**src/design/ripd_pkg.sv**
```systemverilog
// Package for the remote input packet deframer: packet type codes, event kind
// codes and the result beat structure. No dependencies.
`default_nettype none

package ripd_pkg;

    // Type bytes that open a packet.
    localparam logic [7:0] TYPE_ORIENT   = 8'h01;
    localparam logic [7:0] TYPE_CLICK    = 8'h02;
    localparam logic [7:0] TYPE_SCROLL   = 8'h03;
    localparam logic [7:0] TYPE_SENS     = 8'h04;
    localparam logic [7:0] TYPE_DBLCLICK = 8'h05;
    localparam logic [7:0] TYPE_SHORTCUT = 8'h06;
    localparam logic [7:0] TYPE_VOLUME   = 8'h07;
    localparam logic [7:0] TYPE_TEXT     = 8'h08;
    localparam logic [7:0] TYPE_RECENTER = 8'h09;
    localparam logic [7:0] TYPE_PING     = 8'hFF;

    // Event kinds reported on the result channel.
    localparam logic [3:0] EV_ORIENT   = 4'd0;
    localparam logic [3:0] EV_CLICK    = 4'd1;
    localparam logic [3:0] EV_SCROLL   = 4'd2;
    localparam logic [3:0] EV_SENS     = 4'd3;
    localparam logic [3:0] EV_DBLCLICK = 4'd4;
    localparam logic [3:0] EV_SHORTCUT = 4'd5;
    localparam logic [3:0] EV_VOLUME   = 4'd6;
    localparam logic [3:0] EV_TEXT     = 4'd7;
    localparam logic [3:0] EV_RECENTER = 4'd8;

    // Click button codes.
    localparam logic [2:0] BTN_LEFT   = 3'd0;
    localparam logic [2:0] BTN_RIGHT  = 3'd1;
    localparam logic [2:0] BTN_MIDDLE = 3'd2;

    localparam int unsigned ORIENT_BYTES = 16;
    localparam int unsigned POS_W        = 17;

    typedef struct packed {
        logic              text_last;
        logic              text_char_valid;
        logic [7:0]        text_char;
        logic signed [15:0] scroll_delta;
        logic              flag_bit;
        logic [2:0]        small_code;
        logic [31:0]       word_fourth;
        logic [31:0]       word_third;
        logic [31:0]       word_second;
        logic [31:0]       word_first;
        logic [3:0]        event_kind;
    } result_t;

endpackage

`default_nettype wire

```
**src/design/ripd_decoder.sv**
```systemverilog
// Packet decoder for the remote input packet deframer: frame state, payload
// assembly and one result per completed event. Depends on ripd_pkg.
`default_nettype none

module ripd_decoder import ripd_pkg::*; (
    input  wire logic          aclk,
    input  wire logic          aresetn,
    input  wire logic          in_push,
    input  wire logic [7:0]    in_byte,
    input  wire logic          in_disc,
    output logic               res_push,
    output result_t            res
);

    typedef enum logic [2:0] {
        ST_IDLE,
        ST_ORIENT,
        ST_CLICK,
        ST_SCROLL,
        ST_SENS,
        ST_SHORTCUT,
        ST_VOLUME,
        ST_TEXT
    } frame_t;

    frame_t             frame_reg, frame_next;
    logic [POS_W-1:0]   pos_reg, pos_next;
    logic [31:0]        words_reg [4];
    logic [31:0]        words_next [4];
    logic [15:0]        len_reg, len_next;
    logic [7:0]         header_reg, header_next;
    logic               has_res;

    logic [POS_W-1:0]   pos_inc;
    logic [POS_W-1:0]   pos_dec;
    logic [1:0]         lane_word;
    logic [1:0]         lane_byte;
    logic [15:0]        len_full;

    assign pos_inc  = pos_reg + POS_W'(1);
    assign pos_dec  = pos_reg - POS_W'(1);
    assign len_full = {in_byte, len_reg[7:0]};

    always_comb begin
        frame_next  = frame_reg;
        pos_next    = pos_reg;
        len_next    = len_reg;
        header_next = header_reg;
        for (int i = 0; i < 4; i++) begin
            words_next[i] = words_reg[i];
        end
        has_res     = 1'b0;
        res         = '0;
        lane_word   = (frame_reg == ST_SENS) ? 2'd0 : pos_reg[3:2];
        lane_byte   = pos_reg[1:0];

        if (in_disc) begin
            frame_next = ST_IDLE;
            pos_next   = '0;
        end else begin
            case (frame_reg)
                ST_IDLE: begin
                    pos_next = '0;
                    case (in_byte)
                        TYPE_ORIENT:   frame_next = ST_ORIENT;
                        TYPE_CLICK:    frame_next = ST_CLICK;
                        TYPE_SCROLL:   frame_next = ST_SCROLL;
                        TYPE_SENS:     frame_next = ST_SENS;
                        TYPE_SHORTCUT: frame_next = ST_SHORTCUT;
                        TYPE_VOLUME:   frame_next = ST_VOLUME;
                        TYPE_TEXT:     frame_next = ST_TEXT;
                        TYPE_DBLCLICK: begin
                            has_res        = 1'b1;
                            res.event_kind = EV_DBLCLICK;
                        end
                        TYPE_RECENTER: begin
                            has_res        = 1'b1;
                            res.event_kind = EV_RECENTER;
                        end
                        default: ; // Ping and unknown types are dropped.
                    endcase
                end
                ST_ORIENT, ST_SENS: begin
                    words_next[lane_word][lane_byte*8 +: 8] = in_byte;
                    if ((frame_reg == ST_ORIENT && pos_inc < POS_W'(ORIENT_BYTES))
                        || (frame_reg == ST_SENS && pos_reg < POS_W'(3))) begin
                        pos_next = pos_inc;
                    end else begin
                        has_res         = 1'b1;
                        res.event_kind  = (frame_reg == ST_ORIENT) ? EV_ORIENT : EV_SENS;
                        res.word_first  = words_next[0];
                        if (frame_reg == ST_ORIENT) begin
                            res.word_second = words_next[1];
                            res.word_third  = words_next[2];
                            res.word_fourth = words_next[3];
                        end
                        frame_next = ST_IDLE;
                        pos_next   = '0;
                    end
                end
                ST_CLICK, ST_SCROLL: begin
                    if (pos_reg == '0) begin
                        header_next = in_byte;
                        pos_next    = POS_W'(1);
                    end else begin
                        has_res = 1'b1;
                        if (frame_reg == ST_CLICK) begin
                            res.event_kind = EV_CLICK;
                            res.small_code = (header_reg == 8'd1) ? BTN_LEFT :
                                             (header_reg == 8'd2) ? BTN_RIGHT : BTN_MIDDLE;
                            res.flag_bit   = (in_byte == 8'd1);
                        end else begin
                            res.event_kind   = EV_SCROLL;
                            res.scroll_delta = {in_byte, header_reg};
                        end
                        frame_next = ST_IDLE;
                        pos_next   = '0;
                    end
                end
                ST_SHORTCUT: begin
                    frame_next = ST_IDLE;
                    pos_next   = '0;
                    if (in_byte >= 8'd1 && in_byte <= 8'd5) begin
                        has_res        = 1'b1;
                        res.event_kind = EV_SHORTCUT;
                        res.small_code = 3'(in_byte - 8'd1);
                    end
                end
                ST_VOLUME: begin
                    frame_next     = ST_IDLE;
                    pos_next       = '0;
                    has_res        = 1'b1;
                    res.event_kind = EV_VOLUME;
                    // Signed direction byte: strictly positive means up.
                    res.flag_bit   = !in_byte[7] && (in_byte != 8'd0);
                end
                ST_TEXT: begin
                    if (pos_reg == '0) begin
                        len_next = {8'd0, in_byte};
                        pos_next = POS_W'(1);
                    end else if (pos_reg == POS_W'(1)) begin
                        len_next = len_full;
                        if (len_full == 16'd0) begin
                            has_res        = 1'b1;
                            res.event_kind = EV_TEXT;
                            res.text_last  = 1'b1;
                            frame_next     = ST_IDLE;
                            pos_next       = '0;
                        end else begin
                            pos_next = POS_W'(2);
                        end
                    end else begin
                        has_res             = 1'b1;
                        res.event_kind      = EV_TEXT;
                        res.text_char       = in_byte;
                        res.text_char_valid = 1'b1;
                        if (pos_dec >= {1'b0, len_reg}) begin
                            res.text_last = 1'b1;
                            frame_next    = ST_IDLE;
                            pos_next      = '0;
                        end else begin
                            pos_next = pos_inc;
                        end
                    end
                end
                default: begin
                    frame_next = ST_IDLE;
                    pos_next   = '0;
                end
            endcase
        end
    end

    assign res_push = in_push && has_res;

    always_ff @(posedge aclk) begin
        if (!aresetn) begin
            frame_reg <= ST_IDLE;
            pos_reg   <= '0;
        end else if (in_push) begin
            frame_reg <= frame_next;
            pos_reg   <= pos_next;
        end
        if (in_push) begin
            len_reg    <= len_next;
            header_reg <= header_next;
            for (int i = 0; i < 4; i++) begin
                words_reg[i] <= words_next[i];
            end
        end
    end

endmodule

`default_nettype wire

```
**src/design/ripd_out_buffer.sv**
```systemverilog
// Two-entry output register with skid stage for the deframer result channel.
// Keeps the upstream ready registered. Depends on ripd_pkg.
`default_nettype none

module ripd_out_buffer import ripd_pkg::*; (
    input  wire logic    aclk,
    input  wire logic    aresetn,
    input  wire logic    up_push,
    input  wire result_t up_data,
    output logic         up_ready,
    output logic         dn_valid,
    input  wire logic    dn_ready,
    output result_t      dn_data
);

    logic    main_valid_reg;
    logic    skid_valid_reg;
    result_t main_reg;
    result_t skid_reg;

    assign up_ready = !skid_valid_reg;
    assign dn_valid = main_valid_reg;
    assign dn_data  = main_reg;

    always_ff @(posedge aclk) begin
        if (!aresetn) begin
            main_valid_reg <= 1'b0;
            skid_valid_reg <= 1'b0;
        end else if (dn_ready || !main_valid_reg) begin
            if (skid_valid_reg) begin
                main_valid_reg <= 1'b1;
                skid_valid_reg <= 1'b0;
            end else begin
                main_valid_reg <= up_push;
            end
        end else if (up_push) begin
            skid_valid_reg <= 1'b1;
        end

        if (dn_ready || !main_valid_reg) begin
            main_reg <= skid_valid_reg ? skid_reg : up_data;
        end else if (up_push) begin
            skid_reg <= up_data;
        end
    end

endmodule

`default_nettype wire

```
**src/design/remote_input_packet_deframer.sv**
```systemverilog
// Top level of the remote input packet deframer: stream ports, packet decoder
// and output buffer. Depends on ripd_pkg, ripd_decoder and ripd_out_buffer.
`default_nettype none

// The deframer takes one received link byte per beat and decodes typed
// packets (orientation, click, scroll, sensitivity, double click, shortcut,
// volume, dictation text and recenter) into event beats. It accepts one input
// beat every clock cycle while tready is high. An event appears on the result
// channel in the cycle after the input beat that completes it when no earlier
// event is waiting there. The rate is set by the combinational decode
// step between the frame state registers and the two-entry output
// buffer. Multi-byte fields are little-endian. Ping and unknown type bytes are
// consumed silently, as are shortcut packets with an id outside one to five.
// A text packet yields one event per text byte with tlast on the final one,
// or a single empty event with tlast when its length is zero. An input beat
// with tuser set marks a link drop: its byte is ignored and any partial
// packet is discarded. Fields that an event kind does not use read as zero.
// s_axis_tready stays high while the output buffer has a free skid entry, so
// after the result side stalls the input keeps flowing until a second event
// is waiting; tready drops in the cycle after that event is taken.

module remote_input_packet_deframer import ripd_pkg::*; (
    input  wire logic         aclk,
    input  wire logic         aresetn,

    input  wire logic         s_axis_tvalid,
    output logic              s_axis_tready,
    // [7:0] rx_byte
    input  wire logic [7:0]   s_axis_tdata,
    // [0] disconnect
    input  wire logic         s_axis_tuser,

    output logic              m_axis_tvalid,
    input  wire logic         m_axis_tready,
    // [31:0] word_first, [63:32] word_second, [95:64] word_third,
    // [127:96] word_fourth, [130:128] small_code, [131] flag_bit,
    // [147:132] scroll_delta, [155:148] text_char, [156] text_char_valid,
    // [159:157] zero
    output logic [159:0]      m_axis_tdata,
    // [3:0] event_kind
    output logic [3:0]        m_axis_tuser,
    // text_last
    output logic              m_axis_tlast
);

    logic    in_push;
    logic    res_push;
    result_t res;
    result_t out_data;

    // A beat is taken whenever the output buffer can hold its possible event.
    assign in_push = s_axis_tvalid && s_axis_tready;

    ripd_decoder u_decoder (
        .aclk     (aclk),
        .aresetn  (aresetn),
        .in_push  (in_push),
        .in_byte  (s_axis_tdata),
        .in_disc  (s_axis_tuser),
        .res_push (res_push),
        .res      (res)
    );

    ripd_out_buffer u_out_buffer (
        .aclk     (aclk),
        .aresetn  (aresetn),
        .up_push  (res_push),
        .up_data  (res),
        .up_ready (s_axis_tready),
        .dn_valid (m_axis_tvalid),
        .dn_ready (m_axis_tready),
        .dn_data  (out_data)
    );

    // Pack the result fields onto the stream, first field in the lowest bits.
    assign m_axis_tdata = {3'b000,
                           out_data.text_char_valid,
                           out_data.text_char,
                           out_data.scroll_delta,
                           out_data.flag_bit,
                           out_data.small_code,
                           out_data.word_fourth,
                           out_data.word_third,
                           out_data.word_second,
                           out_data.word_first};
    assign m_axis_tuser = out_data.event_kind;
    assign m_axis_tlast = out_data.text_last;

endmodule

`default_nettype wire
```
**config.mk**
```make
export PLATFORM = sky130hd
export DESIGN_NAME = remote_input_packet_deframer
export DESIGN_NICKNAME = d
export VERILOG_FILES = /design/src/design/ripd_pkg.sv /design/src/design/ripd_decoder.sv /design/src/design/ripd_out_buffer.sv /design/src/design/remote_input_packet_deframer.sv
export SDC_FILE = /design/constraint.sdc
export NUM_CORES = 1
export LEC_CHECK = 0
export BUFFER_PORTS_ARGS = -buffer_cell sky130_fd_sc_hd__buf_4
export CORE_ASPECT_RATIO = 1.4
export CORE_UTILIZATION = 50
export CTS_BUF_LIST = sky130_fd_sc_hd__clkbuf_16
export CTS_CLUSTER_DIAMETER = 50
export DETAILED_ROUTE_END_ITERATION = 7
export PLACE_DENSITY = 0.69
export REMOVE_ABC_BUFFERS = 1
export SETUP_SLACK_MARGIN = 0.2
export SLEW_MARGIN = 10
export SYNTH_ARGS = -nofsm -noshare
export SYNTH_HDL_FRONTEND = slang
export SYNTH_SLANG_ARGS = --single-unit
```
**constraint.sdc**
```tcl
create_clock -name aclk -period 18.22 [get_ports aclk]
set_clock_uncertainty 0.1 [all_clocks]
set_input_delay 0.911 -clock aclk [delete_from_list [all_inputs] [get_ports aclk]]
set_output_delay 0.911 -clock aclk [all_outputs]
set_load 0.01 [all_outputs]
```
### After elaboration in Yosys (flattened, before gate mapping)

Memory sizes are Yosys's and may differ from the RTL's.
Cells that the tools add are included.

* $add $sub $neg: 4
* magnitude comparators: 7
* equality and inequality tests: 25
* shift-type cells: 2
* multiplexer cells: 65
* bitwise operators: 4
* reductions and logical operators: 28

Operators with widths (number)
* $mux W128: 3
* $mux W162: 2
* $mux W132: 1
* $bwmux W128: 1
* $mux W96: 1
* $mux W17: 5
* $pmux W17 S4: 1
* $demux W32 S2: 1
* $mux W16: 3
* $mux W3: 12
* $neg A5 Y34: 1
* $shift A8 B34 Y32 const A: 1
* $shiftx A8 B34 Y32: 1
* $eq A8 B3 Y1 const B: 4
* $mux W32: 1
* $eq A8 B2 Y1 const B: 3
* $pmux W4 S6: 1
* $pmux W3 S7: 1
* $mux W10: 2
* $mux W20: 1
* $add A17 B1 Y17 const B: 1
* $eq A17 B1 Y1 const B: 1
* $ge A17 B16 Y1: 1
* $logic_not A17 Y1: 1
* other kinds (41): 85

* register bits: 370
* memory bits (writable): 128
* input bits: 13
* word-level logic and storage cells: 165
* memories kept: 1

Memories
* u_decoder.words_reg: words 4, width 32, read ports 4, clocked after memory_dff 0, wr ports 4, RTL line ripd_decoder.sv:28 `logic [31:0] words_reg [4];`

### Longest topological paths before layout

Gate-level depths: netlist (run 1).

* depth after elaboration: 13
* depth in mapped cells: 17

### By module

A second synthesis (run 1) with hierarchy kept.

* cells, all modules: 1584
* area, all modules: 21872.2 um^2

By module, submodules not included
* ripd_out_buffer: times used 1, cells an instance 513, area each 11850.1 um^2, seq. area each 9769.4 um^2
* ripd_decoder: times used 1, cells an instance 1066, area each 9989.6 um^2, seq. area each 4964.8 um^2
* remote_input_packet_deframer: times used 1, cells an instance 5, area each 32.5 um^2, seq. area each 0.0 um^2

### Least setup slack after synthesis (run 1)

Ideal clock, no wire load.

* kind: input -> register
* start: input s_axis_tdata[7]
* end: memory u_decoder.words_reg[0][0], enable pin
* data arrival time: 7.147 ns
* setup slack: 10.356 ns
* cell stages on the path: 5
* path buffers: 1
* cell sequence: or4_1 clkbuf_1 o21ai_0 nand2_1 nor2_1

RTL lines
* start: declaration: RTL line remote_input_packet_deframer.sv:29 `input wire logic [7:0] s_axis_tdata,`
* end: declaration: RTL line ripd_decoder.sv:28

### Final worst setup path (run 1)

* start: register u_decoder.pos_reg[2]
* end: register u_out_buffer.skid_reg[70] (netlist name), enable pin

* word-level cells in the longest chain between the ends: 9

RTL lines
* start: declaration: RTL line ripd_decoder.sv:27 `logic [POS_W-1:0] pos_reg, pos_next;`
* start signal: assignment: RTL line ripd_decoder.sv:182 `pos_reg <= pos_next;`
* $add A17 B1 Y17: RTL line ripd_decoder.sv:40 `assign pos_inc = pos_reg + POS_W'(1);`
* $lt A17 B5 Y1: RTL line ripd_decoder.sv:85 `if ((frame_reg == ST_ORIENT && pos_inc < POS_W'(ORIENT_BYTES))`
* $logic_and A1 B1 Y1: RTL line ripd_decoder.sv:85
* $logic_or A1 B1 Y1: RTL line ripd_decoder.sv:86 `|| (frame_reg == ST_SENS && pos_reg < POS_W'(3))) begin`
* $mux W1: RTL line ripd_decoder.sv:85
* $pmux W1 S6 *: RTL line ripd_decoder.sv:61 `case (frame_reg)`
* $mux W1 *: RTL line ripd_decoder.sv:57 `if (in_disc) begin`
* $logic_and A1 B1 Y1 *: RTL line ripd_decoder.sv:174 `assign res_push = in_push && has_res;`
* $reduce_and A2 Y1 (no source line) *
* end signal: assignment: RTL line ripd_out_buffer.sv:43 `skid_reg <= up_data;`
* end: declaration: RTL line ripd_out_buffer.sv:19 `result_t skid_reg;`

Every way passes the cells marked *; elsewhere a longest branch is shown, timed or not.
A chain may end at the register's enable or synchronous reset.

==> results.toml, run 1 <==
[clocking]
root_buffer = "clkbuf_16"
ctsHoldBuffers = 0
htreeDepth = 2
cts-resized-gates = 0
clkLatencyLatePin_ns = 0.58
clock_sinks = 498
cts-root-to-sink-buffers = 3
tritoncts = "built"
post-cts-setup-buffers = 0
clkTransAtPathRegs_ns = 0.06
cts_inserted_buffers = 47

[detailed_routing]
drc = 0
ant_nets = 0
drt_iter0_drc = 1343
num_vias = 13175
first_pass_iters = 5
viasPerCell = 5.621
wl_microns = 49460
wl_per_cell_microns = 21.10

[floorplanning]
dieArea_sq_um = 44450
io_pins = 180
initial_utilization_pct = 50.67
rows = 90
die_h_microns = 249.1
fp.dieW_microns = 178.5
core_sq_um = 43020

[yosys]
synth_edf_count = 476
ys_warn_count = 0
ys_types = 68
synth.largest_area_cell = "edfxtp_1"
syn_area_sq_um = 21800
synth_top_area_share_pct = 65.57
yosysMostFrequentCell = "edfxtp_1"
synthMuxAreaShare_pct = 7.008
synth-simple-area-share_pct = 13.26
ys_seq_area_share_pct = 67.59
synth_compound_area_share_pct = 6.825
yosys-top-cells-area = "edfxtp_1 (66%), mux2_2 (6.7%), nand2_1 (4.2%)"
synth_common_cells = "edfxtp_1 (476), nand2_1 (245), mux2_2 (129)"
synthArstFlopShare_pct = 0
synth.avg_cell_area_sq_um = 13.56
yosys.area_share.adder_pct = 1.435
synth_top_family_by_area = "simple AND/OR/NAND/NOR gates"
syn_inst = 1608
synth_xor_area_share_pct = 0.9241
ys_seq_elements = 498
synth_ff_type = "edfxtp_1"

[critical_path]
critPathMaxFanout = 84
critPathRequiredTime_ns = 18.31
cp.arrival_ns = 5.44
startpoint_type = "register"
crit_type = "register to register"
r2r_cells = 9
end_kind = "register"

[sta]
slew_viol_final = 0
period_needed_ns = 5.348
timing.final.crit_share_pct = 29.35
hold_viol_final = 0
slew_headroom_pct = 23.92
setup_tns_ns = 0
setup-violations-final = 0
rsz0062_at_grt = "no"
tightest_slew_ns = 1.138
fmax_mhz = 187.0

[pwr]
vdd_drop_max_uv = 68.98
power.density_nw_per_um2 = 92.95
p_leak_nw = 10.05
switching_share_pct = 21.49
p_int_mw = 1.825
seq_power_share_pct = 54.6
finalPower_mw = 2.325
switching_power_mw = 0.4997
p_clk_share_pct = 40.9
combPwrFrac_pct = 4.5

[grt]
grt_usage_pct = 22.59
antenna_found_initial = 0
grt_remaining_overflow = 0
grt_pass1_wl_microns = 76860
grt_pass1_vias = 13312
grt_max_degree = 90

[outcome]
outcome = "finished clean"

[hold_path]
min_path_type = "register to register"
min_path_cells = 2

[place]
gp_congestion = 0.8900
hpwl_microns = 31490
port_buffers = 176

[cells_and_area]
area_delta_synth_final_pct = 14.75
drive_gt1_share_pct = 27.64
nets = 1792

[run]
maxCapViolations = 0
-- worst paths after layout --
path	from	to	slack, ns
setup / recovery	u_decoder.pos_reg[2]$_SDFFE_PN0P_	u_out_buffer.skid_reg[70]$_DFFE_PP_	12.87
hold / removal	u_out_buffer.skid_reg[148]$_DFFE_PP_	u_out_buffer.dn_data[148]$_DFFE_PP_	0.41
setup reg to reg	u_decoder.pos_reg[2]$_SDFFE_PN0P_	u_out_buffer.skid_reg[70]$_DFFE_PP_	12.87
hold reg to reg	u_out_buffer.skid_reg[148]$_DFFE_PP_	u_out_buffer.dn_data[148]$_DFFE_PP_	0.41
-- critical path, cell delays in order (launching register included) --
cell     delay (ns)
dfxtp_1        0.65
nand3_1        0.40
nor4_1         0.64
nor4_1         0.10
a21oi_1        0.24
o41ai_2        0.20
or2_2          0.35
a21oi_1        0.24
and2_4         0.87
buf_4          0.98
-- cells by family (layout without fill, tap and decap cells) --
| logic type | after synthesis | after routing |
|---|---|---|
| AOI/OAI and AO/OA | 236 | 236 |
| buffers and inverters | 145 | 326 |
| adders and majority gates | 25 | 25 |
| other | 1 | 4 |
| and+or+nand+nor | 544 | 544 |
| xor gates and xnor gates | 23 | 23 |
| DFF | 498 | 498 |
| muxes | 136 | 136 |
-- cell usage in the layout, fill, tap and decap left out, types with 11 or more instances in the layout --
cell type / n
dfxtp_1: 21
mux2_2: 129
buf_4: 193
a21oi_1: 22
clkbuf_16: 47
clkinv_2: 11
xor2_1: 14
edfxtp_1: 476
nand3_1: 14
and2_4: 81
and2_1: 60
a32oi_1: 18
inv_1: 51
nor3_1: 17
nor4_1: 15
ha_1: 25
o21ai_0: 121
nand2_1: 245
o31ai_1: 19
nor2_1: 52
-- metrics by stage --
stage | hold slack, ns | util, % | cell area (sq um) | setup WS (ns) | cells
after floorplan | 0.3874 | - | 21340 | 7.459 | 1512
after global placement | 0.3946 | 54.67 | 23520 | 12.89 | 2257
after detailed placement | 0.4059 | 54.67 | 23520 | 12.80 | 2257
after CTS | 0.4179 | 58.14 | 25010 | 12.89 | 2343
after global routing | 0.4474 | 58.14 | 25010 | 12.49 | 2343
final | 0.4131 | 58.15 | 25010 | 12.87 | 2344
-- power by group through the flow --
stage               clock network [mW]  logic [mW]  registers (mW)
finish                           0.950       0.105            1.27
global route                      1.01       0.112            1.27
CTS                              0.968       0.106            1.27
detailed placement                   0       0.105            1.29
global placement                     0       0.105            1.29
floorplan                            0      0.0461            1.30
-- metal layers --
metal	track usage, %	wire, microns	vias to the layer above
met5	0	0	-
met1	29.56	20240	6499
li1	-	-	6173
met3	2.824	2252	94
met2	38.65	25510	409
met4	7.506	1454	0
-- final cells by class --
cell class | instances | area (sq um)
Sequential cell | 498 | 14740
Fill cell | 3451 | 18000
Timing Repair Buffer | 193 | 1449
Tap cell | 552 | 690.7
Antenna cell | 1 | 2.502
Multi-Input combinational cell | 967 | 6457
Clock inverter | 39 | 315.3
Clock buffer | 47 | 1176
Inverter | 47 | 186.4
No activity file was read; power rests on OpenSTA's default activity.
==> run 2, diff against run 1 <==
--- a/config.mk
+++ b/config.mk
@@ -11,7 +11,7 @@
 export CTS_BUF_LIST = sky130_fd_sc_hd__clkbuf_16
 export CTS_CLUSTER_DIAMETER = 50
 export DETAILED_ROUTE_END_ITERATION = 7
-export PLACE_DENSITY = 0.69
+export PLACE_DENSITY = 0.71
 export REMOVE_ABC_BUFFERS = 1
 export SETUP_SLACK_MARGIN = 0.2
 export SLEW_MARGIN = 10
==> constraint.sdc (replaced) <==
create_clock -name aclk -period 4.8 [get_ports aclk]
set_clock_uncertainty 0.1 [all_clocks]
set_input_delay 0.24 -clock aclk [delete_from_list [all_inputs] [get_ports aclk]]
set_output_delay 0.24 -clock aclk [all_outputs]
set_load 0.01 [all_outputs]
==> results.toml, run 2 (synthesized netlist as in run 1, its figures left out) <==
[detailed_routing]
ant_nets = 0
viasPerCell = 5.630
drt_iter0_drc = 1074
num_vias = 13333
wl_microns = 49440
wl_per_cell_microns = 20.88
first_pass_iters = 5
drc = 0

[cells_and_area]
n_fill_cell = 3412
layout_commonest_cell = "edfxtp_1"
nets = 1815
drive_gt1_share_pct = 28.15
final_cell_mix = "edfxtp_1 (476), nand2_1 (245), buf_4 (203), mux2_2 (129), o21ai_0 (121)"
fin_cells = 2368
final_area_sq_um = 25350
area_delta_synth_final_pct = 16.30

[floorplanning]
io_pins = 180
die_h_microns = 249.1
initial_utilization_pct = 50.67
rows = 90
core_sq_um = 43020
fp.dieW_microns = 178.5
dieArea_sq_um = 44450

[place]
gp_congestion = 0.9177
placed_cells = 2272
placed_area_sq_um = 23710
hpwl_microns = 31410
port_buffers = 176

[critical_path]
r2r_cells = 16
r2r-start = "u_decoder.pos_reg[0]$_SDFFE_PN0P_"
critical_path.startpoint = "u_decoder.pos_reg[0]$_SDFFE_PN0P_"
crit_type = "register to register"
slowest_delay_ns = 0.66
critPathRequiredTime_ns = 5.18
rrSetupSlack_ns = 0.53
critPathTopFamily = "simple AND/OR/NAND/NOR gates"
cp.arrival_ns = 4.65
end_kind = "register"
critPathSlowestCell = "or4b_2"
path_common_cell = "ha_1"
startpoint_type = "register"
critPathMaxFanout = 17
crit_chain = "inv_2 -> ha_1 -> or4b_2 -> or3_1 -> nor3_1 -> xor2_1 -> ha_1 -> a21oi_1 -> o221ai_1 -> a21o_1 -> a22oi_1 -> nand3_1 -> a21oi_2 -> buf_4 -> o21ai_0 -> a31oi_1"
crit_buf_inv = 2
r2r-end = "u_decoder.pos_reg[7]$_SDFFE_PN0P_"

[pwr]
finalPower_mw = 8.991
vdd_drop_max_uv = 263.9
p_leak_nw = 10.21
power.density_nw_per_um2 = 354.7

[sta]
timing.final.crit_share_pct = 88.93
rsz0062_at_grt = "no"
fmax_mhz = 234.3
slew_headroom_pct = 22.81
slew_viol_final = 0
tightest_slew_ns = 1.158
hold_viol_final = 0
setup-violations-final = 0
period_needed_ns = 4.269

[grt]
grt_pass1_vias = 13167
antenna_found_initial = 1
grt_remaining_overflow = 0
grt_pass1_wl_microns = 75560
grt_usage_pct = 22.27
grt_max_degree = 85

[clocking]
clkTransAtPathRegs_ns = 0.07
clock_sinks = 498
tritoncts = "built"
root_buffer = "clkbuf_16"
clkLatencyLatePin_ns = 0.56
htreeDepth = 2
post-cts-setup-buffers = 0
cts_inserted_buffers = 47
cts-root-to-sink-buffers = 3

[hold_path]
whs_endpoint = "u_out_buffer.skid_reg[1]$_DFFE_PP_"
min_from = "s_axis_tuser"
min_path_type = "primary input to register"
min_path_cells = 2

[outcome]
outcome = "finished clean"

[run]
maxCapViolations = 0
-- run 2: cell count changes in the layout (fill, tap and decap cells not counted), moves of 2 or more --
cell,before,now
buf_4,193,203
dlygate4sd3_1,0,8
clkinv_2,11,5
buf_12,0,5
bufinv_16,3,6
clkinv_4,4,1
inv_1,51,54
clkinvlp_4,2,4
inv_6,4,6
nor3_1,17,15
nor3_2,1,3
-- run 2: report_power, final --
group	internal, mW	switching [mW]
combinational	0.176	0.232
clock	2.15	1.61
sequential	4.79	0.0268
-- run 2: per-layer routing --
metal / up-vias / track usage (%) / routed length, microns
met1: 6626 / 28.84 / 20140
met2: 390 / 37.53 / 25190
met4: 0 / 8.789 / 1766
li1: 6222 / - / -
met3: 95 / 3.144 / 2333
met5: - / 0 / 0
-- run 2: worst max path at each step --
stage	endpoint	cells after the start
after floorplan	u_decoder.words_reg[0][0]$_DFFE_PP_	5
after global placement	u_decoder.pos_reg[7]$_SDFFE_PN0P_	16
after detailed placement	u_decoder.pos_reg[7]$_SDFFE_PN0P_	16
after CTS	u_decoder.pos_reg[7]$_SDFFE_PN0P_	16
after global routing	u_decoder.pos_reg[7]$_SDFFE_PN0P_	16
final	u_decoder.pos_reg[7]$_SDFFE_PN0P_	16
-- run 2: final cells by class --
type / count / area (sq um) / share of cell area [%]
sequential: 498 / 14740 / 58.12
multi-input combinational: 967 / 6469 / 25.52
timing repair buffer: 216 / 1704 / 6.722
clock buffer: 48 / 1201 / 4.738
tap: 552 / 690.7 / 2.724
clock inverter: 39 / 362.8 / 1.431
inverter: 47 / 186.4 / 0.7354
antenna: 1 / 2.502 / 0.009871
-- run 2: timing repair --
item                                   CTS  global route
gates resized for setup                  0             1
hold buffers                             8             0
setup endpoints to repair                0             7
endpoints found under the hold margin   20             0
-- run 2: stage by stage --
stage | setup TNS (ns) | setup WS, ns | utilization (%) | hold slack, ns
global placement | 0 | 0.5314 | 55.11 | 0.3942
floorplan | -1522.06 | -5.961 | - | 0.2389
finish | 0 | 0.5314 | 58.94 | 0.03810
detailed placement | 0 | 0.4485 | 55.11 | 0.3967
global route | 0 | 0.2104 | 58.93 | 0.02474
CTS | 0 | 0.4299 | 58.93 | 0.01259
==> run 3, diff against run 2 <==
--- a/config.mk
+++ b/config.mk
@@ -5,15 +5,17 @@
 export SDC_FILE = /design/constraint.sdc
 export NUM_CORES = 1
 export LEC_CHECK = 0
+export ABC_AREA = 1
 export BUFFER_PORTS_ARGS = -buffer_cell sky130_fd_sc_hd__buf_4
 export CORE_ASPECT_RATIO = 1.4
-export CORE_UTILIZATION = 50
+export CORE_UTILIZATION = 54
 export CTS_BUF_LIST = sky130_fd_sc_hd__clkbuf_16
 export CTS_CLUSTER_DIAMETER = 50
 export DETAILED_ROUTE_END_ITERATION = 7
-export PLACE_DENSITY = 0.71
+export PLACE_DENSITY = 0.76
 export REMOVE_ABC_BUFFERS = 1
 export SETUP_SLACK_MARGIN = 0.2
+export SKIP_LAST_GASP = 1
 export SLEW_MARGIN = 10
 export SYNTH_ARGS = -nofsm -noshare
 export SYNTH_HDL_FRONTEND = slang
==> results.toml, run 3 <==
[critical_path]
critPathSlowestCell = "dfxtp_1"
slowest_delay_ns = 0.42
critPathRequiredTime_ns = 5.18
startpoint_type = "register"
end_kind = "register"
crit_chain = "inv_1 -> nand2_1 -> nor3_1 -> nand2_1 -> nor3_1 -> nand3_1 -> nor2_1 -> xor2_1 -> ha_1 -> nand2_1 -> inv_1 -> nand4_1 -> o21bai_1 -> nor3_1 -> nand2_1 -> o21ai_1 -> buf_4 -> nand3_1 -> a21oi_1"
critPathMaxFanout = 15
rrSetupSlack_ns = 0.96
r2r-end = "u_decoder.pos_reg[10]$_SDFFE_PN0P_"
path_common_cell = "nand2_1"
r2r_cells = 19
cp.arrival_ns = 4.23
crit_type = "register to register"
r2r-start = "u_decoder.pos_reg[4]$_SDFFE_PN0P_"

[detailed_routing]
wl_per_cell_microns = 17.87
viasPerCell = 5.281
drt_iter0_drc = 1285
wl_microns = 52700
num_vias = 15575
ant_nets = 0
first_pass_iters = 6
drc = 0

[run]
maxCapViolations = 0

[yosys]
syn_inst = 2210
synth.avg_cell_area_sq_um = 10.11
ys_seq_elements = 498
synth_top_area_share_pct = 63.99
yosysMostFrequentCell = "nand2_1"
synth_common_cells = "nand2_1 (566), edfxtp_1 (476), inv_1 (349)"
ys_seq_area_share_pct = 65.96
synthArstFlopShare_pct = 0
yosys-top-cells-area = "edfxtp_1 (64%), nand2_1 (9.5%), inv_1 (5.9%)"
synth_edf_count = 476
synth.largest_area_cell = "edfxtp_1"
syn_area_sq_um = 22340
ys_warn_count = 0
synth_ff_type = "edfxtp_1"
ys_types = 42

[floorplanning]
initial_utilization_pct = 55.16
core_sq_um = 40490
rows = 87
io_pins = 180
die_h_microns = 242.6
dieArea_sq_um = 42190
fp.dieW_microns = 173.9

[cells_and_area]
nets = 2413
fin_cells = 2949
diodes = 0
area_delta_synth_final_pct = 15.66
final_area_sq_um = 25830
layout_commonest_cell = "nand2_1"
final_cell_mix = "nand2_1 (566), edfxtp_1 (476), inv_1 (352), nor2_1 (222), buf_4 (195)"
n_fill_cell = 3242
drive_gt1_share_pct = 12.38

[place]
hpwl_microns = 35430
placed_area_sq_um = 24110
placed_cells = 2849
gp_congestion = 0.9413
port_buffers = 176

[outcome]
outcome = "finished clean"

[sta]
fmax_mhz = 260.2
rsz0062_at_grt = "no"
period_needed_ns = 3.843
holdWs_ns = 0.05917
slew_viol_final = 0
setup_tns_ns = 0
timing.final.crit_share_pct = 80.07
setup-violations-final = 0
tightest_slew_ns = 1.131
hold_viol_final = 0
slew_headroom_pct = 24.05

[grt]
antenna_found_initial = 0
grt_usage_pct = 24.96
grt_max_degree = 103
grt_remaining_overflow = 0
grt_pass1_wl_microns = 82130
grt_pass1_vias = 15139

[hold_path]
whs_endpoint = "u_out_buffer.skid_reg[132]$_DFFE_PP_"
min_path_type = "primary input to register"
min_from = "s_axis_tuser"
min_path_cells = 2

[pwr]
p_leak_nw = 11.08
finalPower_mw = 9.706
power.density_nw_per_um2 = 375.7
vdd_drop_max_uv = 334.1

[clocking]
tritoncts = "built"
htreeDepth = 2
cts-root-to-sink-buffers = 3
cts_inserted_buffers = 48
clkTransAtPathRegs_ns = 0.07
clkLatencyLatePin_ns = 0.57
root_buffer = "clkbuf_16"
clock_sinks = 498
cts-resized-gates = 0
run 3: cell count changes in the layout (fill, tap and decap cells not counted), sizes merged, moves of 64 or more:
| cell | previous run | this run |
|---|---|---|
| nor2 | 53 | 227 |
| inv | 61 | 361 |
| a21oi | 24 | 88 |
| nand2 | 245 | 567 |
| mux2 | 130 | 9 |
| and2 | 142 | 1 |
run 3: final cells by class:
class                           count  area (sq um)  area share, %
Clock inverter                     41         396.6          1.535
Multi-Input combinational cell   1265          5879          22.76
Sequential cell                   498         14740          57.05
Timing Repair Buffer              206          1584          6.132
Clock buffer                       49          1226          4.746
Tap cell                          534         668.1          2.586
Inverter                          356          1341          5.192
run 3: layer usage:
| metal | global-route usage [%] | part of all wire (%) | vias up |
|---|---|---|---|
| met1 | 32.29 | 40 | 7330 |
| met2 | 43.04 | 50 | 565 |
| li1 | - | - | 7579 |
| met5 | 0 | 0 | - |
| met3 | 3.477 | 6.6 | 101 |
| met4 | 8.669 | 3.0 | 0 |
run 3: logic make-up (layout without fill, tap and decap cells):
family,after synthesis,after routing,share of synthesized area [%]
compound gates,254,254,5.787
xor+xnor,20,20,0.7842
fa+ha+maj,25,25,1.400
buf+inv,449,652,7.876
flops,498,498,65.96
mux,17,17,0.8123
other cells,1,3,0.01679
simple gates,946,946,17.36
run 3: worst max path at each step:
stage / to / cells after the start / from / slack, ns
4_1_cts: u_decoder.pos_reg[10]$_SDFFE_PN0P_ / 19 / u_decoder.pos_reg[4]$_SDFFE_PN0P_ / 1.04
2_1_floorplan: u_out_buffer.skid_reg[0]$_DFFE_PP_ / 4 / u_out_buffer.dn_valid$_SDFFE_PN0P_ / -7.81
3_3_place_gp: u_decoder.pos_reg[3]$_SDFFE_PN0P_ / 20 / u_decoder.pos_reg[4]$_SDFFE_PN0P_ / 1.07
6_report: u_decoder.pos_reg[10]$_SDFFE_PN0P_ / 19 / u_decoder.pos_reg[4]$_SDFFE_PN0P_ / 0.96
3_5_place_dp: u_decoder.pos_reg[10]$_SDFFE_PN0P_ / 19 / u_decoder.pos_reg[4]$_SDFFE_PN0P_ / 1.07
5_1_grt: u_decoder.pos_reg[3]$_SDFFE_PN0P_ / 20 / u_decoder.pos_reg[4]$_SDFFE_PN0P_ / 0.51
run 3: critical path, delay by kind of cell, from the launching register on:
kind / cells / cell delay, ns
xor gates and xnor gates: 1 / 0.19
DFF: 1 / 0.42
and+or+nand+nor: 11 / 1.91
buffers and inverters: 3 / 0.49
AOI/OAI and AO/OA: 3 / 0.38
adders and majority gates: 1 / 0.26
run 3: report_power, final:
group / total, mW / leakage [nW] / switching [mW] / internal (mW)
clock: 3.86 / 0.802 / 1.65 / 2.21
sequential: 5.00 / 4.82 / 0.0600 / 4.94
combinational: 0.852 / 5.46 / 0.565 / 0.286
total: 9.71 / 11.1 / 2.28 / 7.43
run 3: repair_timing:
| item | 4_1_cts | 5_1_grt |
|---|---|---|
| setup buffers | 0 | 0 |
| hold buffers | 10 | 0 |
| endpoints found under the hold margin | 27 | 0 |
run 3: through the flow:
| stage | util [%] | setup WS (ns) |
|---|---|---|
| 6_report | 63.80 | 0.9566 |
| 5_1_grt | 63.80 | 0.5080 |
| 4_1_cts | 63.80 | 1.044 |
| 3_5_place_dp | 59.54 | 1.074 |
| 3_3_place_gp | 59.54 | 1.070 |
| 2_1_floorplan | - | -7.812 |
